`src/block_bitmap_allocator_core_defines.svh`:
```
// Assertion macros for the block bitmap allocator.
// Included by the top level; depends on nothing else.
`ifndef BLOCK_BITMAP_ALLOCATOR_CORE_DEFINES_SVH
`define BLOCK_BITMAP_ALLOCATOR_CORE_DEFINES_SVH

// Same-cycle implication, disabled while reset is asserted.
`define BBAL_ASSERT_NOW(lbl, clk, rstn, ante, cons) \
    lbl: assert property (@(posedge clk) disable iff (!rstn) (ante) |-> (cons)) \
        else $error("bbal assertion failed");

// Next-cycle implication, disabled while reset is asserted.
`define BBAL_ASSERT_NEXT(lbl, clk, rstn, ante, cons) \
    lbl: assert property (@(posedge clk) disable iff (!rstn) (ante) |=> (cons)) \
        else $error("bbal assertion failed");

`endif

```
`src/bbal_pkg.sv`:
```
// Shared types and constants of the block bitmap allocator.
// Used by every module of the block; depends on nothing.
`default_nettype none

package bbal_pkg;

    localparam int IDX_W     = 12;
    localparam int CNT_W     = 13;
    localparam int WORD_BITS = 32;
    localparam int POS_W     = 5;
    localparam int IDX_LIMIT = 4096;

    localparam logic [CNT_W-1:0] CNT_MAX        = 13'h1FFF;
    localparam logic [CNT_W-1:0] BC_RESET       = 13'd4096;
    localparam logic [IDX_W-1:0] FDB_RESET      = 12'd1;
    // Block count minus first data block at the reset register values.
    localparam logic [CNT_W-1:0] FREE_CNT_RESET = 13'd4095;

    typedef enum logic [1:0] {
        OP_ALLOC = 2'd0,
        OP_FREE  = 2'd1,
        OP_MARK  = 2'd2,
        OP_TEST  = 2'd3
    } op_t;

    typedef enum logic [1:0] {
        STAT_OK       = 2'd0,
        STAT_NO_SPACE = 2'd1,
        STAT_RANGE    = 2'd2
    } status_t;

    typedef enum logic [0:0] {
        CFG_BLOCK_COUNT      = 1'b0,
        CFG_FIRST_DATA_BLOCK = 1'b1
    } cfg_reg_t;

    typedef enum logic [1:0] {
        S_CLEAR,
        S_IDLE,
        S_EVAL,
        S_DONE
    } state_t;

    typedef struct packed {
        logic             found;
        logic [POS_W-1:0] pos;
    } ffz_t;

endpackage

`default_nettype wire

```
`src/bbal_ffz.sv`:
```
// Find-first-zero unit: lowest clear bit of one map word after range masking.
// Depends on bbal_pkg for the word width and the result struct.
`default_nettype none

module bbal_ffz (
    input  wire logic [bbal_pkg::WORD_BITS-1:0] word,
    input  wire logic                           low_en,
    input  wire logic [bbal_pkg::POS_W-1:0]     low_pos,
    input  wire logic                           high_en,
    input  wire logic [bbal_pkg::POS_W-1:0]     high_pos,
    output bbal_pkg::ffz_t                      result
);

    logic [bbal_pkg::WORD_BITS-1:0] low_mask;
    logic [bbal_pkg::WORD_BITS-1:0] high_mask;
    logic [bbal_pkg::WORD_BITS-1:0] free_bits;
    logic [bbal_pkg::WORD_BITS-1:0] lowest;

    // Bits below the first data block and above the last valid block count as used.
    assign low_mask  = low_en  ? ((32'd1 << low_pos) - 32'd1) : '0;
    assign high_mask = high_en ? (32'hFFFF_FFFE << high_pos) : '0;
    assign free_bits = ~(word | low_mask | high_mask);
    assign lowest    = free_bits & (~free_bits + 32'd1);

    always_comb begin
        result.found = |free_bits;
        result.pos   = '0;
        for (int i = 0; i < bbal_pkg::WORD_BITS; i++) begin
            if (lowest[i]) begin
                result.pos = result.pos | bbal_pkg::POS_W'(i);
            end
        end
    end

endmodule

`default_nettype wire

```
`config.mk`:
```
export PLATFORM = sky130hd
export DESIGN_NAME = bbal_ffz
export DESIGN_NICKNAME = d
export VERILOG_FILES = /design/src/block_bitmap_allocator_core_defines.svh /design/src/bbal_pkg.sv /design/src/bbal_ffz.sv
export SDC_FILE = /design/constraint.sdc
export NUM_CORES = 1
export LEC_CHECK = 0
export BUFFER_PORTS_ARGS = -buffer_cell sky130_fd_sc_hd__buf_4
export CAP_MARGIN = 20
export CORE_MARGIN = 3
export CORE_UTILIZATION = 35
export DETAILED_ROUTE_END_ITERATION = 8
export PLACE_DENSITY = 0.62
export SYNTH_ARGS = -nofsm -noshare
export SYNTH_HDL_FRONTEND = slang
export SYNTH_SLANG_ARGS = --single-unit
```
`constraint.sdc`:
```
create_clock -name vclk -period 6.29
set_clock_uncertainty 0.05 [all_clocks]
set_input_delay 1.258 -clock vclk [all_inputs]
set_output_delay 1.258 -clock vclk [all_outputs]
set_load 0.02 [all_outputs]
```
==> impl_metrics.toml <==
[floorplan]
num_io_pins = 50
design.core.area_um2 = 4850
num_rows = 25
die_area_um2 = 6060
initial_utilization_pct = 37.3
die_h_um = 77.9
fp.dieW_um = 77.9

[finish]
fillerInstances = 534
clkbuf_count = 0
synthToLayoutAreaGrowth_pct = 18.0
seq_area_um2 = 0
multi_input_comb_area_um2 = 1640
fin_nets = 355
seq_cell_count = 0
diodes = 0
stdcell_area_um2 = 2130
layout-drive-gt1-share_pct = 22.7

[drt]
vias = 2407
dr.first_iter.drc_count = 284
antenna_left = 0
totalWireLength_mm = 6.95
viasPerCell = 6.42
wl_per_cell_um = 18.5
firstDrtPassIters = 5
drc = 0

[synthesis]
synth.top_cells.by_area = "a21oi_1, o21ai_0, nand2_1, nor2_1, a221oi_1"
syn_area_per_cell_um2 = 6.41
synth_common_cells = "nand2_1, nor2_1, a21oi_1"
synth_compound_area_share_pct = 44.1
synth_fa_ha_area_share_pct = 0.692
netlist-cell-type-count = 64
yosysSeqAreaShare_pct = 0
synth_simple_gate_area_share_pct = 45.5
post_synth_xor_area_fraction_pct = 0
synth_top_family_by_area = "simple AND/OR/NAND/NOR gates"
synth_area_um2 = 1810
synth.net_count = 327
yosys.area.top_type = "a21oi_1"
synth_mux_area_share_pct = 0
syn-instance-count = 282
synth_most_common_cell = "nand2_1"
yosys.area.top_type_share_pct = 6.09
yosys_warnings = 0

[min_path]
hp-class = "in -> out"
hold_start = "word[23]"
holdPathStages = 5
whs_endpoint = "result[0]"

[global_route]
antenna_found_initial = 0
grt_start_max_net_pins = 31
grt_pass1_wl_mm = 11.2
grt_overflow = 0
grt.total_usage_pct = 22.3
grt_pass1_vias = 2203

[timing]
timing.fmax_ghz = 0.169
drv_slew = 0
slew_headroom_pct = 54.0
hold_viol = 0
timing.final.crit_share_pct = 93.9
rsz0062_at_grt = "false"
max_slew.worst_pin.slew_ps = 688
period_minus_slack_ps = 5910
fin_setup_tns_ps = 0
setup_ws_ps = 384
finalSetupViolCount = 0

[setup_path]
cp-startpoint = "low_pos[4]"
startpoint_type = "primary input"
cp_cell_sequence = "buf_4, or2_2, nor4_2, inv_1, ha_1, nor2_1, a221oi_1, a211o_1, nor4b_4, nand4_2, or3_1, buf_4"
critPathKind = "in -> out"
worst_path_max_delay_cell = "nor4b_4"
cpMostUsedCell = "buf_4"
cp_data_required_time_ps = 4980
worst_setup_path_end_kind = "output port"
max_stage_delay_ps = 520
worstPathArrival_ps = 4600
cp.buffers_inverters = 3
critPathTopFamily = "simple AND/OR/NAND/NOR gates"
critPathMaxFanout = 26

[run]
cap_viol_max_count = 0

[status]
status = "complete, no violations"

[clock_tree]
cts_setup_buffers = 0
cts_resized = 0
hold_buffers = 0

[power_and_ir_drop]
vdd_drop_max_v = 0.0000385
power_leakage_uw = 0.000820
powerDensity_nw_per_um2 = 74.0

[placed_design]
place_ws_ps = 270
dp_hpwl_mm = 5.31
dpl_cell_area_um2 = 2120
io_buffers = 50
globalplace.congestion = 0.955
-- metrics by stage --
stage               instances  total power (µW)  hold slack [ps]  util [%]
finish                    375               158             3050      44.0
global placement          375               154             3020      43.8
global route              375               173             3120      44.0
detailed placement        375               154             3030      43.8
CTS                       375               155             3030      43.8
floorplan                 282               105             2870         -
-- per-layer routing --
metal,vias to the layer above,track usage [%],routed length [µm]
met5,-,0,0
met4,0,3.91,142
met3,10,1.16,604
met2,135,35.0,3040
met1,1111,33.4,3160
li1,1151,-,-
-- tightest hold or removal path, cell delays in order --
cell and delay, ps:
buf_4 80, a211o_1 120, nand4bb_1 130, nand4_1 90, buf_4 160
-- logic make-up after synthesis --
logic type      after synthesis
simple gates                135
fa+ha+maj                     1
compound gates              114
buf+inv                      32
-- power by group --
part	switching (µW)	total (µW)	internal, µW	leakage, µW
Combinational	93.5	158	64.5	0.000820
Sequential	0	0	0	0
Clock	0	0	0	0
-- cell type report --
type	instances	share of cell area, %
multi-input combinational	250	76.9
tap	67	3.93
timing repair buffer	51	17.9
inverter	7	1.23
-- cells in the final DEF, fill, tap and decap left out, types with 5 or more instances in the layout --
cell / synthesis / layout
o21a_1: 5 / 5
nand2_1: 24 / 24
inv_1: 7 / 7
nand4_1: 6 / 6
and2_1: 7 / 7
nand3_1: 14 / 14
and3_1: 5 / 5
a221oi_1: 9 / 9
a21oi_1: 22 / 22
a211oi_1: 6 / 6
a21o_1: 5 / 5
nor3_1: 7 / 7
nor2_1: 23 / 23
nor2b_1: 10 / 9
buf_4: 2 / 51
o21ai_0: 20 / 20
nand2b_1: 7 / 7
-- worst max-delay path by stage --
stage	end	slack [ps]	cells after the start
finish	result[5]	380	12
global route	result[5]	10	13
CTS	result[5]	230	13
detailed placement	result[2]	270	14
global placement	result[5]	380	13
floorplan	result[1]	900	14
Power figures use the tool's default switching activity.
